$ cat config.mk
export PLATFORM = sky130hd
export DESIGN_NAME = idle_escalation_state_timer_core
export DESIGN_NICKNAME = d
export VERILOG_FILES = /design/src/iesst_pkg.sv /design/src/iesst_cfg.sv /design/src/iesst_core.sv /design/src/idle_escalation_state_timer_core.sv
export SDC_FILE = /design/constraint.sdc
export NUM_CORES = 1
export LEC_CHECK = 0
export BUFFER_PORTS_ARGS = -buffer_cell sky130_fd_sc_hd__buf_2
export CAP_MARGIN = 40
export CORE_MARGIN = 2
export CORE_UTILIZATION = 45
export DETAILED_ROUTE_END_ITERATION = 6
export PLACE_DENSITY = 0.68
export SLEW_MARGIN = 40
export SYNTH_ARGS = -nofsm -noshare
export SYNTH_HDL_FRONTEND = slang
export SYNTH_HIERARCHICAL = 1
export SYNTH_SLANG_ARGS = --single-unit
$ cat constraint.sdc
create_clock -name clk -period 8.5 [get_ports clk]
set_input_delay 1.7 -clock clk [delete_from_list [all_inputs] [get_ports clk]]
set_output_delay 1.7 -clock clk [all_outputs]
set_load 0.005 [all_outputs]
$ cat src/iesst_pkg.sv
// Shared types and codes for the idle escalation state timer.
package iesst_pkg;

  // Command codes of an input word
  localparam logic [1:0] CMD_TICK     = 2'd0;
  localparam logic [1:0] CMD_INTERACT = 2'd1;
  localparam logic [1:0] CMD_SET      = 2'd2;
  localparam logic [1:0] CMD_TAKE     = 2'd3;

  // State codes with a fixed meaning; the rest are reactions
  localparam logic [2:0] ST_NORMAL   = 3'd0;
  localparam logic [2:0] ST_CURIOUS  = 3'd1;
  localparam logic [2:0] ST_BORED    = 3'd2;
  localparam logic [2:0] ST_SLEEPING = 3'd3;

  // Configuration register indexes
  localparam logic [1:0] CFG_CURIOUS  = 2'd0;
  localparam logic [1:0] CFG_BORED    = 2'd1;
  localparam logic [1:0] CFG_SLEEPING = 2'd2;

  localparam int unsigned CFG_W = 32;

  localparam logic [CFG_W-1:0] CURIOUS_RST  = 32'd30000;
  localparam logic [CFG_W-1:0] BORED_RST    = 32'd120000;
  localparam logic [CFG_W-1:0] SLEEPING_RST = 32'd600000;

  // Idle thresholds in milliseconds
  typedef struct packed {
    logic [CFG_W-1:0] curious;
    logic [CFG_W-1:0] bored;
    logic [CFG_W-1:0] sleeping;
  } cfg_t;

  // One result word
  typedef struct packed {
    logic [2:0] current_state;
    logic [2:0] prior_state;
    logic       changed_flag;
    logic       timed_active;
  } res_t;

  // State view for checking
  typedef struct packed {
    logic timed;
    logic changed;
    logic dl_zero;
  } status_t;

endpackage

$ cat src/iesst_cfg.sv
// Threshold registers of the idle escalation state timer.
module iesst_cfg (
  input  logic                        clk,
  input  logic                        rst_n,
  input  logic                        cfg_we,
  input  logic [1:0]                  cfg_idx,
  input  logic [iesst_pkg::CFG_W-1:0] cfg_wdata,
  output iesst_pkg::cfg_t             cfg
);

  iesst_pkg::cfg_t cfg_r;

  // Write one threshold; index three is ignored
  always_ff @(posedge clk) begin
    if (!rst_n) begin
      cfg_r.curious  <= iesst_pkg::CURIOUS_RST;
      cfg_r.bored    <= iesst_pkg::BORED_RST;
      cfg_r.sleeping <= iesst_pkg::SLEEPING_RST;
    end else if (cfg_we) begin
      unique case (cfg_idx)
        iesst_pkg::CFG_CURIOUS:  cfg_r.curious  <= cfg_wdata;
        iesst_pkg::CFG_BORED:    cfg_r.bored    <= cfg_wdata;
        iesst_pkg::CFG_SLEEPING: cfg_r.sleeping <= cfg_wdata;
        default: ;
      endcase
    end
  end

  assign cfg = cfg_r;

endmodule

$ cat src/iesst_core.sv
// Timer state and per-word update logic of the idle escalation state timer.
module iesst_core #(
  parameter int TIME_BITS = 32
) (
  input  logic                        clk,
  input  logic                        rst_n,
  input  logic                        fire,
  input  logic [1:0]                  cmd,
  input  logic [2:0]                  new_state,
  input  logic [31:0]                 duration_ms,
  input  iesst_pkg::cfg_t             cfg,
  output iesst_pkg::res_t             res,
  output iesst_pkg::status_t          status
);

  // Compare width covers both the time and the thresholds
  localparam int CW = (TIME_BITS > iesst_pkg::CFG_W) ? TIME_BITS : iesst_pkg::CFG_W;

  logic [TIME_BITS-1:0] now_r, now_nxt;
  logic [TIME_BITS-1:0] touch_r, touch_nxt;
  logic [TIME_BITS-1:0] dl_r, dl_nxt;
  logic                 timed_r, timed_nxt;
  logic [2:0]           state_r, state_nxt;
  logic [2:0]           prev_r, prev_nxt;
  logic                 chg_r, chg_nxt;

  logic [TIME_BITS-1:0] now_inc;
  logic [TIME_BITS-1:0] diff;
  logic [TIME_BITS-1:0] idle_raw;
  logic [CW-1:0]        idle;
  logic [CW-1:0]        dur_ext;
  logic                 sw_en;
  logic [2:0]           sw_code;
  logic                 flag_out;

  // Idle time wraps at the time width before it meets the thresholds
  assign now_inc  = now_r + 1'b1;
  assign diff     = now_inc - dl_r;
  assign idle_raw = now_inc - touch_r;
  assign idle     = CW'(idle_raw);
  assign dur_ext  = CW'(duration_ms);

  // Work out the next state for the word at the head
  always_comb begin
    now_nxt   = now_r;
    touch_nxt = touch_r;
    dl_nxt    = dl_r;
    timed_nxt = timed_r;
    state_nxt = state_r;
    prev_nxt  = prev_r;
    chg_nxt   = chg_r;
    sw_en     = 1'b0;
    sw_code   = iesst_pkg::ST_NORMAL;
    flag_out  = chg_r;

    case (cmd)
      iesst_pkg::CMD_TICK: begin
        now_nxt = now_inc;
        if (timed_r) begin
          // Deadline reached: drop back to normal, keep prior state
          if (!diff[TIME_BITS-1]) begin
            timed_nxt = 1'b0;
            dl_nxt    = '0;
            state_nxt = iesst_pkg::ST_NORMAL;
            chg_nxt   = 1'b1;
          end
        end else if (state_r != iesst_pkg::ST_SLEEPING) begin
          // Escalate by idle time
          if (idle >= CW'(cfg.sleeping)) begin
            sw_en   = 1'b1;
            sw_code = iesst_pkg::ST_SLEEPING;
          end else if (idle >= CW'(cfg.bored)) begin
            sw_en   = 1'b1;
            sw_code = iesst_pkg::ST_BORED;
          end else if (idle >= CW'(cfg.curious)) begin
            sw_en   = 1'b1;
            sw_code = iesst_pkg::ST_CURIOUS;
          end else if (state_r == iesst_pkg::ST_CURIOUS ||
                       state_r == iesst_pkg::ST_BORED) begin
            sw_en   = 1'b1;
            sw_code = iesst_pkg::ST_NORMAL;
          end
        end
      end
      iesst_pkg::CMD_INTERACT: begin
        touch_nxt = now_r;
        if (state_r == iesst_pkg::ST_SLEEPING || state_r == iesst_pkg::ST_CURIOUS ||
            state_r == iesst_pkg::ST_BORED) begin
          sw_en   = 1'b1;
          sw_code = iesst_pkg::ST_NORMAL;
        end
      end
      iesst_pkg::CMD_SET: begin
        sw_en   = 1'b1;
        sw_code = new_state;
        if (duration_ms != '0) begin
          dl_nxt    = now_r + dur_ext[TIME_BITS-1:0];
          timed_nxt = 1'b1;
        end
      end
      default: begin
        chg_nxt = 1'b0;
      end
    endcase

    // Apply a state switch only on a real change
    if (sw_en && sw_code != state_r) begin
      prev_nxt  = state_r;
      state_nxt = sw_code;
      chg_nxt   = 1'b1;
    end

    if (cmd != iesst_pkg::CMD_TAKE) begin
      flag_out = chg_nxt;
    end
  end

  // Hold the timer state, advance on each word
  always_ff @(posedge clk) begin
    if (!rst_n) begin
      now_r   <= '0;
      touch_r <= '0;
      dl_r    <= '0;
      timed_r <= 1'b0;
      state_r <= iesst_pkg::ST_NORMAL;
      prev_r  <= iesst_pkg::ST_NORMAL;
      chg_r   <= 1'b1;
    end else if (fire) begin
      now_r   <= now_nxt;
      touch_r <= touch_nxt;
      dl_r    <= dl_nxt;
      timed_r <= timed_nxt;
      state_r <= state_nxt;
      prev_r  <= prev_nxt;
      chg_r   <= chg_nxt;
    end
  end

  assign res.current_state = state_nxt;
  assign res.prior_state   = prev_nxt;
  assign res.changed_flag  = flag_out;
  assign res.timed_active  = timed_nxt;

  assign status.timed   = timed_r;
  assign status.changed = chg_r;
  assign status.dl_zero = (dl_r == '0);

endmodule

$ cat src/idle_escalation_state_timer_core.sv
// Top level of the idle escalation state timer: input and result registers.
//
// Inactivity state machine stepped by one-millisecond tick words. Each input
// word (tick, interaction, set state, take changed flag) yields one result
// word with the current and prior state codes, the changed flag and whether
// a timed state is armed. A word is taken into an input register, evaluated
// against the timer state and written to a result register, so the block
// accepts one word per cycle while out_stall is low; the result register
// holds under out_stall while a further word waits in the input register.
// Time wraps modulo 2^TIME_BITS. Threshold registers may be written only
// while no word is in flight.
module idle_escalation_state_timer_core #(
  parameter int TIME_BITS = 32
) (
  input  logic        clk,
  input  logic        rst_n,
  input  logic        cfg_we,
  input  logic [1:0]  cfg_idx,
  input  logic [31:0] cfg_wdata,
  input  logic        in_valid,
  output logic        in_stall,
  input  logic [1:0]  in_cmd,
  input  logic [2:0]  in_new_state,
  input  logic [31:0] in_duration_ms,
  output logic        out_valid,
  input  logic        out_stall,
  output logic [2:0]  out_current_state,
  output logic [2:0]  out_prior_state,
  output logic        out_changed_flag,
  output logic        out_timed_active
);

  iesst_pkg::cfg_t    cfg;
  iesst_pkg::res_t    res;
  iesst_pkg::status_t status;

  logic        in_vld_r;
  logic [1:0]  cmd_r;
  logic [2:0]  ns_r;
  logic [31:0] dur_r;
  logic        out_vld_r;
  iesst_pkg::res_t out_r;
  logic        adv;
  logic        fire;

  // Result register free or draining this cycle
  assign adv      = !out_vld_r || !out_stall;
  assign fire     = in_vld_r && adv;
  assign in_stall = in_vld_r && !adv;

  iesst_cfg u_cfg (
    .clk       (clk),
    .rst_n     (rst_n),
    .cfg_we    (cfg_we),
    .cfg_idx   (cfg_idx),
    .cfg_wdata (cfg_wdata),
    .cfg       (cfg)
  );

  iesst_core #(
    .TIME_BITS (TIME_BITS)
  ) u_core (
    .clk         (clk),
    .rst_n       (rst_n),
    .fire        (fire),
    .cmd         (cmd_r),
    .new_state   (ns_r),
    .duration_ms (dur_r),
    .cfg         (cfg),
    .res         (res),
    .status      (status)
  );

  // Input register: load a word whenever not stalled
  always_ff @(posedge clk) begin
    if (!rst_n) begin
      in_vld_r <= 1'b0;
    end else if (!in_stall) begin
      in_vld_r <= in_valid;
    end
  end

  always_ff @(posedge clk) begin
    if (!in_stall) begin
      cmd_r <= in_cmd;
      ns_r  <= in_new_state;
      dur_r <= in_duration_ms;
    end
  end

  // Result register: hold while stalled
  always_ff @(posedge clk) begin
    if (!rst_n) begin
      out_vld_r <= 1'b0;
    end else if (adv) begin
      out_vld_r <= in_vld_r;
    end
  end

  always_ff @(posedge clk) begin
    if (fire) begin
      out_r <= res;
    end
  end

  assign out_valid         = out_vld_r;
  assign out_current_state = out_r.current_state;
  assign out_prior_state   = out_r.prior_state;
  assign out_changed_flag  = out_r.changed_flag;
  assign out_timed_active  = out_r.timed_active;

  // An evaluated word always lands in the result register
  a_fire_lands: assert property (@(posedge clk) disable iff (!rst_n)
    fire |=> out_vld_r)
    else $error("evaluated word did not reach the result register");

  // Taking the changed flag clears it
  a_take_clears: assert property (@(posedge clk) disable iff (!rst_n)
    fire && cmd_r == iesst_pkg::CMD_TAKE |=> !status.changed)
    else $error("changed flag not cleared by take");

  // A disarmed deadline reads as zero
  a_dl_idle: assert property (@(posedge clk) disable iff (!rst_n)
    !status.timed |-> status.dl_zero)
    else $error("deadline nonzero while no timed state is armed");

  // Reported timed bit matches the armed deadline after the update
  a_timed_out: assert property (@(posedge clk) disable iff (!rst_n)
    fire |=> out_r.timed_active == status.timed)
    else $error("reported timed bit disagrees with deadline state");

endmodule

Word level (Yosys, flattened, before mapping)
Index checks and enable logic that the tools add are counted.
W data, S select, Z words.
{"block": "word_totals", "reg_bits": 247, "inputBits": 76, "out_inout_bits": 10, "word_cells": 92}
{"block": "classes", "n_addsub": 4, "n_lt_le_gt_ge": 3, "eq_ne": 13, "mux": 32, "n_reduce_logical": 21}
{"cell": "$ge A32 B32 Y1", "n": 3}
{"cell": "$mux W32", "n": 3}
{"cell": "$pmux W32 S2", "n": 1}
{"cell": "$sub A32 B32 Y32", "n": 2}
{"cell": "$add A32 B1 Y32 const B", "n": 1}
{"cell": "$add A32 B32 Y32", "n": 1}
{"cell": "$reduce_bool A32 Y1", "n": 1}
{"cell": "$mux W3", "n": 9}
{"cell": "$mux W1", "n": 15}
{"cell": "$reduce_and A2 Y1", "n": 5}
{"cell": "$eq A3 B2 Y1 const B", "n": 2}
{"cell": "$pmux W3 S2", "n": 1}
{"cell": "$reduce_and A5 Y1", "n": 1}
{"cell": "$eq A2 B1 Y1 const B", "n": 2}
{"cell": "$eq A2 B2 Y1 const B", "n": 2}
{"cell": "$logic_not A2 Y1", "n": 2}
{"cell": "$logic_or A1 B1 Y1", "n": 4}
{"cell": "$ne A2 B1 Y1 const B", "n": 2}
{"cell": "$ne A2 B2 Y1 const B", "n": 2}
{"cell": "$pmux W1 S2", "n": 2}
{"cell": "$eq A3 B1 Y1 const B", "n": 1}
{"cell": "$logic_and A1 B1 Y1", "n": 3}
{"cell": "$logic_not A1 Y1", "n": 3}
{"cell": "$ne A3 B2 Y1 const B", "n": 1}
{"cell": "other kinds (4)", "n": 4}

Longest topological paths before layout
{"block": "logic_depth", "depth_word": 13, "ltp_mapped": 32}

Cells and area by module
The synthesis kept the hierarchy.
{"mod": "iesst_core", "instances": 1, "cells_per_inst": 1504, "area_each_um2": 11354.6}
{"mod": "iesst_cfg", "instances": 1, "cells_per_inst": 366, "area_each_um2": 3804.9}
{"mod": "idle_escalation_state_timer_core", "instances": 1, "cells_per_inst": 53, "area_each_um2": 1431.4}

Worst setup path before layout
No wires, ideal clock.
{"block": "synth_path", "kind": "register to register", "start": "register u_core.now_r[0]", "end": "register out_r, in the netlist out_changed_flag, data pin", "setup_ns": 0.251, "arrival_ns": 6.644, "path_slack_ns": 1.605, "stages_incl_launch_ff": 31, "synth_period_minus_slack_ns": 6.895, "path_cell_list": "dfxtp_1 > ha_1 > and3_1 > and2_1 > nand3_1 > nor2_1 > and3_1 > and3_1 > nand3_1 > xnor2_1 > ha_1 > and3_1 > a221oi_1 > nand2_1 > o21ai_0 > nor2_1 > o21ai_0 > or4b_2 > o211ai_1 > ha_1 > a21o_1 > nand3_1 > a21oi_1 > a21oi_1 > nand2_1 > or3_1 > o41ai_1 > a31oi_1 > clkbuf_1 > or3_1 > buf_4"}
{"block": "synth_via", "elab_chain_cells": 13}
{"element": "from (decl)", "line": "iesst_core.sv:19", "source": "logic [TIME_BITS-1:0] now_r, now_nxt;"}
{"element": "from (signal assigned)", "line": "iesst_core.sv:129", "source": "now_r <= now_nxt;"}
{"element": "$add A32 B1 Y32 (*)", "line": "iesst_core.sv:37", "source": "assign now_inc = now_r + 1'b1;"}
{"element": "via u_core.now_inc[16]", "line": "iesst_core.sv:27", "source": "logic [TIME_BITS-1:0] now_inc;"}
{"element": "$sub A32 B32 Y32", "line": "iesst_core.sv:39", "source": "assign idle_raw = now_inc - touch_r;"}
{"element": "$ge A32 B32 Y1", "line": "iesst_core.sv:75", "source": "end else if (idle >= CW'(cfg.curious)) begin"}
{"element": "$mux W1", "line": "iesst_core.sv:75"}
{"element": "$mux W3", "line": "iesst_core.sv:72", "source": "end else if (idle >= CW'(cfg.bored)) begin"}
{"element": "$mux W3", "line": "iesst_core.sv:69", "source": "if (idle >= CW'(cfg.sleeping)) begin"}
{"element": "$mux W3", "line": "iesst_core.sv:67", "source": "end else if (state_r != iesst_pkg::ST_SLEEPING) begin"}
{"element": "$mux W3", "line": "iesst_core.sv:59", "source": "if (timed_r) begin"}
{"element": "$pmux W3 S2", "line": "iesst_core.sv:56", "source": "case (cmd)"}
{"element": "$ne A3 B3 Y1", "line": "iesst_core.sv:107", "source": "if (sw_en && sw_code != state_r) begin"}
{"element": "$logic_and A1 B1 Y1", "line": "iesst_core.sv:107"}
{"element": "$mux W1 (*)", "line": "iesst_core.sv:107"}
{"element": "$mux W1 (*)", "line": "iesst_core.sv:113", "source": "if (cmd != iesst_pkg::CMD_TAKE) begin"}
{"element": "via u_core.flag_out", "line": "iesst_core.sv:34", "source": "logic flag_out;"}
{"element": "to (signal assigned)", "line": "idle_escalation_state_timer_core.sv:102", "source": "out_r <= res;"}
{"element": "to (decl)", "line": "idle_escalation_state_timer_core.sv:42", "source": "iesst_pkg::res_t out_r;"}
Mark *: on every way through the listed nets, which the timed path passes. The rest lies on a longest branch.
A chain may end at the register's enable or synchronous reset.

==> out/qor.txt <==
hold buffer count at CTS = 0
CP required = 8.81 ns
die footprint = 0.0382 mm²
Fill cells = 3435
remaining antenna violation count = 0
Max IR drop VDD = 0.000151 V
DR pass1 iterations = 5
# IOs = 86
Slew HR = 40.8%
number of cell rows = 70
drt total wl = 39.5 mm
Post-CTS Setup Bufs = 0
post-DR wirelength/cell = 16.1 µm
Clock Skew = 0.00819 ns
NumNets Final = 2230
Iter 0 DRT Violations = 659
vias = 13200
GR Util All Layers = 20.7%
Max clock buf depth = 3
largest net degree at the start of global routing = 101
critical path peak fanout = 11
Final Total Pwr = 0.00277 W
Arr. time, crit path = 8.14 ns
slowest CP cell = dfxtp_1
Final Critical Period = 7.83 ns
vias in the first global route = 12900
Final period util = 92.1%
layout cells sized above 1 = 8.54%
Hold Crit Class = flop to flop
first-pass GRT wire length = 65.1 mm
die width = 196 µm
CP Class = flop to flop
via/cell ratio = 5.41
FMAX = 128 MHz
DP Wirelength = 30.3 mm
Reg clk slew, reported paths = 0.06 ns
clk_lat worst skew = 0.57 ns
Crit path largest cell delay = 0.48 ns
core area = 0.0363 mm²
Ys Warns = 6
CTS tree = done
Vert. Die Dim = 196 µm
Hold Vio Cnt, Final = 0
port bufs = 85
clk sinks = 247
# diodes = 0
final core occ = 49.9%
status = finished, final reports clean
Worst setup SP type = flop
worst hold slack = 0.458 ns
total gr overflow = 0
total CTS buffers = 29
Layout Area Growth over Synthesis = 9.81%
CTS resizes = 0
max-cap viol count = 0
GP Congestion = 0.924
Slew @ Worst Pin = 0.865 ns
PD cells = 153 mW/mm²
Setup-failing EPs final = 0
DRC violations left = 0
Final Slew Violations = 0
Starting Density = 45.4%
initial antenna violation count = 0
H-tree levels = 1
root buffer cell = clkbuf_16
syn_area_per_cell = 8.64 µm²
Post-Synthesis Cells = 1910
Netlist Area Pre-Place = 0.0165 mm²
Net Count, Synth = 2181
Leakage = 7.98 nW
crit-path most repeated cell = and3_1
critical path capture point type = flop
## critical path: cells and delay by family, from the launching register on
family | cells | cell delay (ns)
simple gates | 13 | 2.75
compound gates | 10 | 2.35
fa+ha+maj | 3 | 0.93
xor+xnor | 2 | 0.48
flops | 1 | 0.48
mux | 1 | 0.35
buf+inv | 1 | 0.22
## metrics by stage
stage                     setup WS, ns  cells  TNS [ns]  area, µm²
after floorplan                   1.60   1910         0      16500
after CTS                        0.679   2448         0      18100
after global routing          -0.00156   2448  -0.00156      18100
after detailed placement         0.716   2396         0      17200
final                            0.675   2448         0      18100
after global placement            1.03   2394         0      17100
## metal layers
| layer | track usage, % | up-vias | part of all wire [%] |
|---|---|---|---|
| met4 | 5.94 | 0 | 2.9 |
| met2 | 33.9 | 254 | 45 |
| li1 | - | 6789 | - |
| met5 | 0 | - | 0 |
| met1 | 28.4 | 6136 | 48 |
| met3 | 2.88 | 65 | 4.4 |
## layout make-up
cell class | instances | area [µm²] | area share (%)
Tap cell | 468 | 586 | 3.23
Timing Repair Buffer | 96 | 518 | 2.86
Sequential cell | 247 | 5400 | 29.8
Inverter | 182 | 683 | 3.77
Clock buffer | 39 | 773 | 4.27
Multi-Input combinational cell | 1403 | 10000 | 55.2
Clock inverter | 13 | 169 | 0.932
## power breakdown
group / total [W] / internal [W] / switching (W)
Sequential: 0.00125 / 0.00122 / 0.0000203
Clock: 0.00125 / 0.000755 / 0.000498
Combinational: 0.000267 / 0.000109 / 0.000159
## path summary, 6_finish.rpt
check / end / startpoint / depth (start not counted) / slack [ns]
max reg2reg: out_prior_state[1] / u_core/now_r[0] / 30 / 0.67
min reg2reg: u_cfg/cfg[1] / u_cfg/cfg[1] / 2 / 0.46
min: u_cfg/cfg[1] / u_cfg/cfg[1] / 2 / 0.46
max: out_prior_state[1] / u_core/now_r[0] / 30 / 0.67
## cells in the final DEF (no fill, tap or decap), types with 19 or more instances in the layout
| cell | instances |
|---|---|
| a21oi_1 | 97 |
| inv_1 | 181 |
| and3_1 | 25 |
| clkbuf_16 | 29 |
| nand2_1 | 262 |
| nor2_1 | 69 |
| xnor2_1 | 67 |
| a21boi_0 | 47 |
| edfxtp_1 | 45 |
| nand4_1 | 46 |
| or3_1 | 19 |
| a211oi_1 | 19 |
| a21boi_1 | 19 |
| a21o_1 | 33 |
| and2_1 | 23 |
| nor3_1 | 24 |
| o21ai_0 | 76 |
| xor2_1 | 35 |
| buf_2 | 84 |
| ha_1 | 193 |
| dfxtp_1 | 202 |
| nand3_1 | 44 |
| nor2b_1 | 38 |
| mux2i_1 | 101 |
## state kept, by name, summed over array words and instances, names as in the netlist, 2 cells and up
signal	count
cmd_r	2
u_core/state_r	3
out_prior_state	3
dur_r	32
u_core/prev_r	3
out_current_state	3
u_core/now_r	32
u_cfg/cfg	96
ns_r	3
u_core/touch_r	32
u_core/dl_r	32
No activity file was read; power rests on OpenSTA's default activity.
